===== src/hdl/ssb_pkg.sv =====
package ssb_pkg;

  localparam int SSB_MAX_DIM = 4096;
  localparam int MAX_SCALE   = 8;

  localparam int CFG_IDX_W  = 3;
  localparam int CFG_DATA_W = 16;
  localparam int OFFSET_W   = 25;
  localparam int FB_DIM_W   = 13;
  localparam int PITCH_W    = 14;
  localparam int SCALE_W    = 4;

  localparam logic [CFG_IDX_W-1:0] REG_ORIGIN_X  = 3'd0;
  localparam logic [CFG_IDX_W-1:0] REG_ORIGIN_Y  = 3'd1;
  localparam logic [CFG_IDX_W-1:0] REG_SCALE_X   = 3'd2;
  localparam logic [CFG_IDX_W-1:0] REG_SCALE_Y   = 3'd3;
  localparam logic [CFG_IDX_W-1:0] REG_SRC_WIDTH = 3'd4;
  localparam logic [CFG_IDX_W-1:0] REG_FB_WIDTH  = 3'd5;
  localparam logic [CFG_IDX_W-1:0] REG_FB_HEIGHT = 3'd6;
  localparam logic [CFG_IDX_W-1:0] REG_FB_PITCH  = 3'd7;

  typedef struct packed {
    logic [31:0] pixel_in;
    logic        last_in;
  } in_t;

  typedef struct packed {
    logic [OFFSET_W-1:0] pixel_offset;
    logic [31:0]         pixel_value;
    logic                last_of_run;
  } out_t;

  typedef struct packed {
    logic signed [15:0]  origin_x;
    logic signed [15:0]  origin_y;
    logic [SCALE_W-1:0]  scale_x;
    logic [SCALE_W-1:0]  scale_y;
    logic [FB_DIM_W-1:0] src_width;
    logic [FB_DIM_W-1:0] fb_width;
    logic [FB_DIM_W-1:0] fb_height;
    logic [PITCH_W-1:0]  fb_pitch;
  } cfg_t;

  typedef struct packed {
    logic load;
    logic clip;
    logic base;
    logic emit;
  } dp_cmd_t;

  typedef struct packed {
    logic transparent;
    logic empty;
    logic run_last;
    logic out_free;
  } dp_status_t;

  function automatic logic [SCALE_W-1:0] clamp_scale(input logic [SCALE_W-1:0] s);
    logic [SCALE_W-1:0] r;
    r = s;
    if (s == '0) begin
      r = SCALE_W'(1);
    end else if (s > SCALE_W'(MAX_SCALE)) begin
      r = SCALE_W'(MAX_SCALE);
    end
    return r;
  endfunction

endpackage


===== src/hdl/ssb_cfg.sv =====
module ssb_cfg
  import ssb_pkg::*;
(
  input  logic                  clk_i,
  input  logic                  rst_ni,
  input  logic                  cfg_valid_i,
  output logic                  cfg_ready_o,
  input  logic [CFG_IDX_W-1:0]  cfg_index_i,
  input  logic [CFG_DATA_W-1:0] cfg_data_i,
  output cfg_t                  cfg_o
);

  cfg_t cfg_q;

  assign cfg_ready_o = 1'b1;
  assign cfg_o       = cfg_q;

  always_ff @(posedge clk_i or negedge rst_ni) begin
    if (!rst_ni) begin
      cfg_q.origin_x  <= '0;
      cfg_q.origin_y  <= '0;
      cfg_q.scale_x   <= SCALE_W'(1);
      cfg_q.scale_y   <= SCALE_W'(1);
      cfg_q.src_width <= FB_DIM_W'(1);
      cfg_q.fb_width  <= FB_DIM_W'(1024);
      cfg_q.fb_height <= FB_DIM_W'(768);
      cfg_q.fb_pitch  <= PITCH_W'(1024);
    end else if (cfg_valid_i) begin
      unique case (cfg_index_i)
        REG_ORIGIN_X:  cfg_q.origin_x  <= $signed(cfg_data_i);
        REG_ORIGIN_Y:  cfg_q.origin_y  <= $signed(cfg_data_i);
        REG_SCALE_X:   cfg_q.scale_x   <= cfg_data_i[SCALE_W-1:0];
        REG_SCALE_Y:   cfg_q.scale_y   <= cfg_data_i[SCALE_W-1:0];
        REG_SRC_WIDTH: cfg_q.src_width <= cfg_data_i[FB_DIM_W-1:0];
        REG_FB_WIDTH:  cfg_q.fb_width  <= cfg_data_i[FB_DIM_W-1:0];
        REG_FB_HEIGHT: cfg_q.fb_height <= cfg_data_i[FB_DIM_W-1:0];
        REG_FB_PITCH:  cfg_q.fb_pitch  <= cfg_data_i[PITCH_W-1:0];
        default: ;
      endcase
    end
  end

endmodule


===== src/hdl/ssb_ctrl.sv =====
module ssb_ctrl
  import ssb_pkg::*;
(
  input  logic       clk_i,
  input  logic       rst_ni,
  input  logic       in_valid_i,
  output logic       in_stall_o,
  input  dp_status_t status_i,
  output dp_cmd_t    cmd_o
);

  localparam logic [1:0] ST_IDLE = 2'd0;
  localparam logic [1:0] ST_CLIP = 2'd1;
  localparam logic [1:0] ST_BASE = 2'd2;
  localparam logic [1:0] ST_RUN  = 2'd3;

  logic [1:0] state_q, state_d;

  always_comb begin
    cmd_o      = '0;
    in_stall_o = (state_q != ST_IDLE);
    state_d    = state_q;
    unique case (state_q)
      ST_IDLE: begin
        if (in_valid_i) begin
          cmd_o.load = 1'b1;
          if (!status_i.transparent) begin
            state_d = ST_CLIP;
          end
        end
      end
      ST_CLIP: begin
        cmd_o.clip = 1'b1;
        state_d    = status_i.empty ? ST_IDLE : ST_BASE;
      end
      ST_BASE: begin
        cmd_o.base = 1'b1;
        state_d    = ST_RUN;
      end
      ST_RUN: begin
        if (status_i.out_free) begin
          cmd_o.emit = 1'b1;
          if (status_i.run_last) begin
            state_d = ST_IDLE;
          end
        end
      end
      default: state_d = ST_IDLE;
    endcase
  end

  always_ff @(posedge clk_i or negedge rst_ni) begin
    if (!rst_ni) begin
      state_q <= ST_IDLE;
    end else begin
      state_q <= state_d;
    end
  end

endmodule


===== src/hdl/ssb_dp.sv =====
module ssb_dp
  import ssb_pkg::*;
#(
  parameter int MAX_DIM = SSB_MAX_DIM
) (
  input  logic       clk_i,
  input  logic       rst_ni,
  input  cfg_t       cfg_i,
  input  in_t        in_data_i,
  input  dp_cmd_t    cmd_i,
  output dp_status_t status_o,
  output logic       out_valid_o,
  input  logic       out_stall_i,
  output out_t       out_data_o
);

  localparam int CW   = $clog2(MAX_DIM);
  localparam int PW   = CW + SCALE_W;
  localparam int CrdW = ((PW > 16) ? PW : 16) + 2;

  logic [CW-1:0] col_q, row_q;
  logic [CW:0]   col_inc, row_inc;
  logic [PITCH_W-1:0] w_eff;

  logic [SCALE_W-1:0] sx, sy;
  logic [PW-1:0]      prod_x, prod_y;
  logic signed [CrdW-1:0] bx_q, by_q, bx_d, by_d;
  logic [31:0] pix_q;

  logic signed [CrdW-1:0] x0, x1, y0, y1, xe, ye, fbw_m1, fbh_m1;
  logic [FB_DIM_W-1:0] x_q, x0_q, x1_q, y_q, y1_q;
  logic [OFFSET_W-1:0] off_q, rowoff_q, pitch_ext;
  logic [PITCH_W+FB_DIM_W-1:0] base_prod;
  logic run_last;

  out_t out_q;
  logic out_valid_q;

  assign sx = clamp_scale(cfg_i.scale_x);
  assign sy = clamp_scale(cfg_i.scale_y);

  always_comb begin
    w_eff = {1'b0, cfg_i.src_width};
    if (cfg_i.src_width == '0) begin
      w_eff = PITCH_W'(1);
    end else if (w_eff > PITCH_W'(MAX_DIM)) begin
      w_eff = PITCH_W'(MAX_DIM);
    end
  end

  assign col_inc = {1'b0, col_q} + (CW+1)'(1);
  assign row_inc = {1'b0, row_q} + (CW+1)'(1);

  assign prod_x = PW'(col_q) * PW'(sx);
  assign prod_y = PW'(row_q) * PW'(sy);
  assign bx_d = CrdW'(cfg_i.origin_x) + CrdW'($signed({1'b0, prod_x}));
  assign by_d = CrdW'(cfg_i.origin_y) + CrdW'($signed({1'b0, prod_y}));

  assign fbw_m1 = CrdW'($signed({1'b0, cfg_i.fb_width})) - CrdW'(1);
  assign fbh_m1 = CrdW'($signed({1'b0, cfg_i.fb_height})) - CrdW'(1);
  assign xe = bx_q + CrdW'($signed({1'b0, sx})) - CrdW'(1);
  assign ye = by_q + CrdW'($signed({1'b0, sy})) - CrdW'(1);
  assign x0 = (bx_q < 0) ? '0 : bx_q;
  assign y0 = (by_q < 0) ? '0 : by_q;
  assign x1 = (xe < fbw_m1) ? xe : fbw_m1;
  assign y1 = (ye < fbh_m1) ? ye : fbh_m1;

  assign pitch_ext = OFFSET_W'(cfg_i.fb_pitch);
  assign base_prod = (PITCH_W+FB_DIM_W)'(cfg_i.fb_pitch) * (PITCH_W+FB_DIM_W)'(y_q);
  assign run_last  = (x_q == x1_q) && (y_q == y1_q);

  assign status_o.transparent = (in_data_i.pixel_in == '0);
  assign status_o.empty       = (x0 > x1) || (y0 > y1);
  assign status_o.run_last    = run_last;
  assign status_o.out_free    = !out_valid_q || !out_stall_i;

  assign out_valid_o = out_valid_q;
  assign out_data_o  = out_q;

  always_ff @(posedge clk_i or negedge rst_ni) begin
    if (!rst_ni) begin
      col_q       <= '0;
      row_q       <= '0;
      out_valid_q <= 1'b0;
    end else begin
      if (cmd_i.load) begin
        if (in_data_i.last_in) begin
          col_q <= '0;
          row_q <= '0;
        end else if (PITCH_W'(col_inc) >= w_eff) begin
          col_q <= '0;
          row_q <= (row_inc >= (CW+1)'(MAX_DIM)) ? '0 : row_inc[CW-1:0];
        end else begin
          col_q <= col_inc[CW-1:0];
        end
      end
      if (cmd_i.emit) begin
        out_valid_q <= 1'b1;
      end else if (!out_stall_i) begin
        out_valid_q <= 1'b0;
      end
    end
  end

  always_ff @(posedge clk_i) begin
    if (cmd_i.load) begin
      pix_q <= in_data_i.pixel_in;
      bx_q  <= bx_d;
      by_q  <= by_d;
    end
    if (cmd_i.clip) begin
      x_q  <= x0[FB_DIM_W-1:0];
      x0_q <= x0[FB_DIM_W-1:0];
      x1_q <= x1[FB_DIM_W-1:0];
      y_q  <= y0[FB_DIM_W-1:0];
      y1_q <= y1[FB_DIM_W-1:0];
    end
    if (cmd_i.base) begin
      off_q    <= base_prod[OFFSET_W-1:0] + OFFSET_W'(x0_q);
      rowoff_q <= base_prod[OFFSET_W-1:0] + OFFSET_W'(x0_q);
    end
    if (cmd_i.emit) begin
      out_q.pixel_offset <= off_q;
      out_q.pixel_value  <= pix_q;
      out_q.last_of_run  <= run_last;
      if (x_q == x1_q) begin
        x_q      <= x0_q;
        y_q      <= y_q + FB_DIM_W'(1);
        rowoff_q <= rowoff_q + pitch_ext;
        off_q    <= rowoff_q + pitch_ext;
      end else begin
        x_q   <= x_q + FB_DIM_W'(1);
        off_q <= off_q + OFFSET_W'(1);
      end
    end
  end

endmodule


===== src/hdl/scaled_sprite_blit_clipped_unit.sv =====
// Nearest-neighbor upscaling sprite blitter with frame clipping.
// Input channel (in_valid_i / in_stall_o / in_data_i) takes source pixels in
// raster order; a zero pixel is transparent. Each opaque pixel is replicated
// into a scale_x by scale_y block at the configured origin, and every target
// inside the frame leaves on the output channel (out_valid_o / out_stall_i /
// out_data_o) as one write request of offset (x + pitch*y) and value, rows in
// order, left to right. last_of_run flags the final request of a pixel.
// Configuration: cfg_valid_i / cfg_ready_o with a 3-bit register index and
// 16-bit data; ready is always high. Write registers only while idle.
// Steps: a transparent pixel is only accepted; a fully clipped pixel is
// accepted and clipped. A visible pixel is accepted, clipped and given its
// row-base multiply, then issues one write request per cycle while the
// output is not stalled. The output register lets the next pixel be accepted
// while the last request waits. When out_stall_i is high and the output
// register is full, the request loop holds and the output holds its payload.
// Reset clears the source column and row, empties the output register and
// loads the register defaults.
module scaled_sprite_blit_clipped_unit
  import ssb_pkg::*;
#(
  parameter int MAX_DIM = SSB_MAX_DIM
) (
  input  logic                  clk_i,
  input  logic                  rst_ni,
  input  logic                  in_valid_i,
  output logic                  in_stall_o,
  input  in_t                   in_data_i,
  output logic                  out_valid_o,
  input  logic                  out_stall_i,
  output out_t                  out_data_o,
  input  logic                  cfg_valid_i,
  output logic                  cfg_ready_o,
  input  logic [CFG_IDX_W-1:0]  cfg_index_i,
  input  logic [CFG_DATA_W-1:0] cfg_data_i
);

  cfg_t       cfg;
  dp_cmd_t    cmd;
  dp_status_t status;

  ssb_cfg u_cfg (
    .clk_i       (clk_i),
    .rst_ni      (rst_ni),
    .cfg_valid_i (cfg_valid_i),
    .cfg_ready_o (cfg_ready_o),
    .cfg_index_i (cfg_index_i),
    .cfg_data_i  (cfg_data_i),
    .cfg_o       (cfg)
  );

  ssb_ctrl u_ctrl (
    .clk_i      (clk_i),
    .rst_ni     (rst_ni),
    .in_valid_i (in_valid_i),
    .in_stall_o (in_stall_o),
    .status_i   (status),
    .cmd_o      (cmd)
  );

  ssb_dp #(
    .MAX_DIM (MAX_DIM)
  ) u_dp (
    .clk_i       (clk_i),
    .rst_ni      (rst_ni),
    .cfg_i       (cfg),
    .in_data_i   (in_data_i),
    .cmd_i       (cmd),
    .status_o    (status),
    .out_valid_o (out_valid_o),
    .out_stall_i (out_stall_i),
    .out_data_o  (out_data_o)
  );

endmodule


===== config.mk =====
export PLATFORM = sky130hd
export DESIGN_NAME = scaled_sprite_blit_clipped_unit
export DESIGN_NICKNAME = d
export VERILOG_FILES = /design/src/hdl/ssb_pkg.sv /design/src/hdl/ssb_cfg.sv /design/src/hdl/ssb_ctrl.sv /design/src/hdl/ssb_dp.sv /design/src/hdl/scaled_sprite_blit_clipped_unit.sv
export SDC_FILE = /design/constraint.sdc
export NUM_CORES = 1
export LEC_CHECK = 0
export BUFFER_PORTS_ARGS = -buffer_cell sky130_fd_sc_hd__buf_4
export CAP_MARGIN = 20
export CORE_UTILIZATION = 39
export CTS_CLUSTER_SIZE = 20
export DETAILED_ROUTE_END_ITERATION = 7
export HOLD_SLACK_MARGIN = 0.08
export PLACE_DENSITY = 0.52
export RECOVER_POWER = 50
export SLEW_MARGIN = 5
export SYNTH_ARGS = -nofsm -noshare
export SYNTH_HDL_FRONTEND = slang
export SYNTH_HIERARCHICAL = 1
export SYNTH_SLANG_ARGS = --single-unit

===== constraint.sdc =====
create_clock -name clk_i -period 8.3 [get_ports clk_i]
set_clock_uncertainty 0.15 [all_clocks]
set_input_delay 2.49 -clock clk_i [delete_from_list [all_inputs] [get_ports clk_i]]
set_output_delay 2.49 -clock clk_i [all_outputs]
set_load 0.05 [all_outputs]

# Word level (Yosys, flattened, before mapping)

Cells that the tools add are included.
Widths: inputs -> output; s select.

Memories kept: 0
Bits in latches: 0
Register bits after elaboration: 361
Output and inout port bits: 61
Logic and storage cells: 137
Bits in read-only memories: 0
RAM bits: 0

Reductions and logical operators: 25
Eq/ne operators: 17
Div/mod/pow operators: 0
Add/subtract/negate cells: 15
Shifts and indexed selects: 0
Bitwise gates (word level): 0
$mul: 3
Muxes and demuxes: 41
$lt $le $gt $ge: 11

Operators with widths:

| operator              | count |
|---|---|
| $mux 25               | 6 |
| $mux 13               | 7 |
| $mux 18               | 4 |
| $mux 12               | 5 |
| $add 16x17->18        | 2 |
| $add 18x5->18         | 2 |
| $gt 18x18->1          | 2 |
| $lt 18x1->1 const B   | 2 |
| $lt 18x18->1          | 2 |
| $sub 18x2->18 const B | 2 |
| $logic_not 32->1      | 1 |
| $mul 12x4->16         | 2 |
| $sub 13x1->14 const B | 2 |
| $add 12x1->13 const B | 2 |
| $add 13x1->13 const B | 2 |
| $eq 13x13->1          | 2 |
| $add 25x1->25 const B | 1 |
| $add 25x13->25        | 1 |
| $add 25x14->25        | 1 |
| $mul 14x13->25        | 1 |
| $reduce_and 2->1      | 9 |
| $mux 4                | 4 |
| $ge 13x14->1          | 1 |
| $mux 14               | 1 |
| other kinds (22)      | 48 |

# Depth between registers and ports, before layout

Depth after elaboration: 11
Mapped depth: 40
Depth with buffers taken out: 38

# By module

The synthesis kept the hierarchy.

By module, submodules not included:

| module   | times used | cells each | area an instance (um^2) | seq. area each (um^2) |
|---|---|---|---|---|
| ssb_dp   | 1          | 2880       | 26568.0                 | 7482.2 |
| ssb_cfg  | 1          | 206        | 3592.2                  | 2336.0 |
| ssb_ctrl | 1          | 16         | 123.9                   | 50.0 |

# Worst setup path before layout

No wires, ideal clock.

Kind: flip-flop to flip-flop
From: register u_cfg.cfg_q, in the netlist u_cfg/cfg_o[56]
To: register with a tool-made name
Setup time: 69 ps
Path buffers: 3
Path slack: 968 ps
Stages on the path, launching flop included: 38
Period minus slack after synthesis: 7332 ps
Arrival: 7113 ps
Required time: 8081 ps
Path through: dfrtp_1 > nor2b_1 > clkbuf_1 > inv_1 > ha_1 > inv_1 > ha_1 > fa_1 > a21oi_1 > o311a_2 > a21oi_2 > a211o_1 > and4_4 > a2111oi_4 > inv_1 > a21oi_1 > xnor2_1 > ha_1 > [... 2 more ...] > inv_2 > a2111oi_2 > a21o_1 > buf_2 > buf_2 > o21a_1 > ha_1 > a21o_1 > a21o_1 > a21oi_1 > nor2_1 > a211oi_1 > nor2_1 > a211oi_1 > o41ai_1 > a2111o_1 > inv_1 > a22o_1

RTL lines:

| element     | line          | RTL |
|---|---|---|
| from (decl) | ssb_cfg.sv:13 | `cfg_t cfg_q;` |

==> summary.txt <==
outcome: finished with violations
failing checks: max-capacitance violations, max-slew violations
Routed Antenna Nets: 0
DP HPWL: 60000 µm
synthesized area: 0.0303 mm²
Die Span Y: 281 µm
TritonRoute pass-1 iters: 7
Placer Congestion: 0.891
syn_area_per_cell: 9.76 µm²
post-synthesis sequential area ratio: 0.326
RSZ-0062 raised after global routing: false
row count: 101
placed cells: 4164
Sink Count: 361
Reg2Reg Depth: 37
final instance area: 0.0336 mm²
via count: 22300
vias in the first global route: 23100
critical path depth: 37
yosys warns: 6
ys flop type: edfxtp_1
area added between synthesis and finish: 11.0%
sequential cell area: 0.00987 mm²
largest net degree at the start of global routing: 71
die area: 0.0788 mm²
Initial Util: 0.397
Root Driver: clkbuf_16
Final Hold Viols: 0
net count after synthesis: 3640
drc violations: 0
CTS tree: built
CP Launch Type: flip-flop
max-cap violations: 5
number of synthesized register bits: 361
clock buffer depth: 3
Tmin final: 7.64 ns
critical-path maximum fanout: 24
clock latency at the later pin of the worst-skew pair: 0.60 ns
CTS clk-pin slew, worst paths: 0.06 ns
endpoint type of the worst setup path: flip-flop
Max stage delay cell, worst path: fa_1
port bufs: 116
Final nets: 3721
Final Slew Violations: 252
Iter 0 DRT Violations: 1216
distinct cell type count after synthesis: 95
hold_buf cts: 0
gr ovfl total: 0
Req. time, crit path: 8.68 ns
drt total wl: 76800 µm
multi-input logic area: 0.0187 mm²
share of cells above drive strength 1: 0.101
htree depth: 2
setup_tns: 0 ns
initial antenna violation count: 4
IO Pins: 118
Slew HR: -1.03
Total GRT Usage: 0.197
Routed WL per cell: 18.1 µm
worst hold slack: 0.266 ns
first-pass GRT wire length: 123000 µm
Crit Path Class: flip-flop to flip-flop
Mapped Cells: 3102
WP buf/inv: 6
Hold WC Path Type: flip-flop to flip-flop
asr flop ratio synth: 0.332
Critical Path Most Common Cell: nor2_1
DP Area: 0.0323 mm²
Post-Layout Cell Count: 4249
Final setup violation count: 0
Placeable Area: 0.0763 mm²
Tcrit/Tclk final: 0.921
Reg-to-Reg Start: u_cfg/cfg_o[55]
Inserted Clock Buffers: 43
Post-synth EDFFs: 203
die width: 281 µm
hold path startpoint: u_dp/pix_q[16]
Critical Path AT: 8.02 ns
flop2flop setup slack: 0.66 ns
Worst path max stage delay: 0.46 ns
fillers: 7368
critical path's top delay family: compound AO/OA/AOI/OAI gates
Fmax: 131 MHz
worst slew pin tran: 3.05 ns
CP Launch Point: u_cfg/cfg_o[55]
routed vias/inst: 5.24
==> cells in the mapped netlist (33+ instances only) <==
| master | count | area [µm²] |
|---|---|---|
| nand2_1 | 357 | 1340 |
| inv_1 | 318 | 1190 |
| ha_1 | 296 | 3700 |
| edfxtp_1 | 203 | 6100 |
| nor2_1 | 188 | 706 |
| fa_1 | 185 | 3700 |
| xnor2_1 | 132 | 1160 |
| a21oi_1 | 125 | 626 |
| o21ai_0 | 115 | 576 |
| dfrtp_1 | 113 | 2830 |
| and2_1 | 102 | 638 |
| clkbuf_1 | 92 | 345 |
| xor2_1 | 89 | 780 |
| mux2_2 | 83 | 935 |
| nand3_1 | 62 | 310 |
| o21a_1 | 50 | 375 |
| nor3_1 | 48 | 240 |
| dfxtp_1 | 38 | 761 |
| a21o_1 | 37 | 278 |
| and3_1 | 37 | 231 |
| o211ai_1 | 37 | 278 |
| nor2b_1 | 33 | 206 |
==> worst reg2reg max path: cells and delay by family (launching register included) <==
kind / cells / cell delay, ns
fa+ha+maj: 5 / 1.44
xor+xnor: 1 / 0.14
flops: 1 / 0.37
simple gates: 8 / 0.88
compound gates: 17 / 3.92
buf+inv: 6 / 0.70
==> cell usage in the layout (no fill, tap or decap), drive strengths merged, types with 20 or more instances in the layout <==
cell,instances
nand2,357
inv,323
ha,296
edfxtp,203
nor2,189
fa,185
o21ai,138
xnor2,132
a21oi,129
dfrtp,113
buf,109
and2,103
clkbuf,97
mux2,96
xor2,89
nand3,62
o21a,50
nor3,48
dfxtp,38
o211ai,38
and3,37
a21o,37
nor2b,34
a211oi,23
nand4,22
nor4,22
nand2b,20
==> layer usage <==
| layer | up-vias | wire length, µm | track usage | part of all wire |
|---|---|---|---|---|
| met1 | 10900 | 34900 | 0.255 | 0.45 |
| met3 | 90 | 2740 | 0.0201 | 0.036 |
| met5 | - | 0 | 0 | 0 |
| li1 | 10800 | - | - | - |
| met2 | 457 | 37400 | 0.349 | 0.49 |
| met4 | 0 | 1690 | 0.0530 | 0.022 |
==> flip-flops by register name, indices dropped and copies added, names as in the netlist, named ones only <==
signal	count
u_dp/bx_q	18
u_cfg/cfg_o	93
u_dp/x1_q	13
u_ctrl/state_q	1
u_dp/y1_q	13
u_dp/x_q	13
u_dp/out_data_o	58
u_dp/off_q	25
u_dp/y_q	13
u_dp/rowoff_q	25
u_dp/x0_q	13
u_dp/col_q	12
u_dp/row_q	12
u_dp/pix_q	32
u_dp/by_q	18
u_dp/out_valid_o	1
==> metrics by stage <==
step,util,worst slack [ns]
2_1_floorplan,-,0.968
3_3_place_gp,0.423,0.366
3_5_place_dp,0.423,0.0671
4_1_cts,0.442,0.0413
5_1_grt,0.440,0.0300
6_report,0.440,0.657
==> worst min path at each step <==
stage / endpoint / slack (ns) / cells past startpoint
after floorplan: u_dp/out_data_o[10] / 0.25 / 0
after global placement: u_dp/out_data_o[1] / 0.25 / 0
after detailed placement: u_dp/out_data_o[17] / 0.25 / 0
after CTS: u_dp/out_data_o[17] / 0.27 / 0
after global routing: u_dp/out_data_o[16] / 0.27 / 0
final: u_dp/out_data_o[17] / 0.27 / 0
==> layout make-up <==
type	count	share of cell area
Antenna cell	2	0.000149
Tap cell	1030	0.0383
Clock inverter	26	0.00953
Timing Repair Buffer	153	0.0316
Sequential cell	361	0.294
Multi-Input combinational cell	2305	0.557
Inverter	319	0.0356
Clock buffer	53	0.0341
==> cells by family (layout without fill, tap and decap cells) <==
| family | after synthesis | in the layout | synth area share |
|---|---|---|---|
| other | 1 | 3 | 0.000124 |
| and+or+nand+nor | 941 | 941 | 0.147 |
| xor gates and xnor gates | 221 | 221 | 0.0639 |
| buffers and inverters | 436 | 551 | 0.0555 |
| DFF | 361 | 361 | 0.326 |
| muxes | 110 | 110 | 0.0416 |
| adders and majority gates | 482 | 482 | 0.245 |
| AOI/OAI and AO/OA | 550 | 550 | 0.121 |
==> repair_timing <==
action,in CTS,in global routing
endpoints found under the hold margin,0,0
gates resized for setup,0,3
setup endpoints to repair,0,1
buffers inserted,0,3
Power is not shown: default switching activity piles up to over one toggle a cycle in this logic, so the estimate is an artifact.
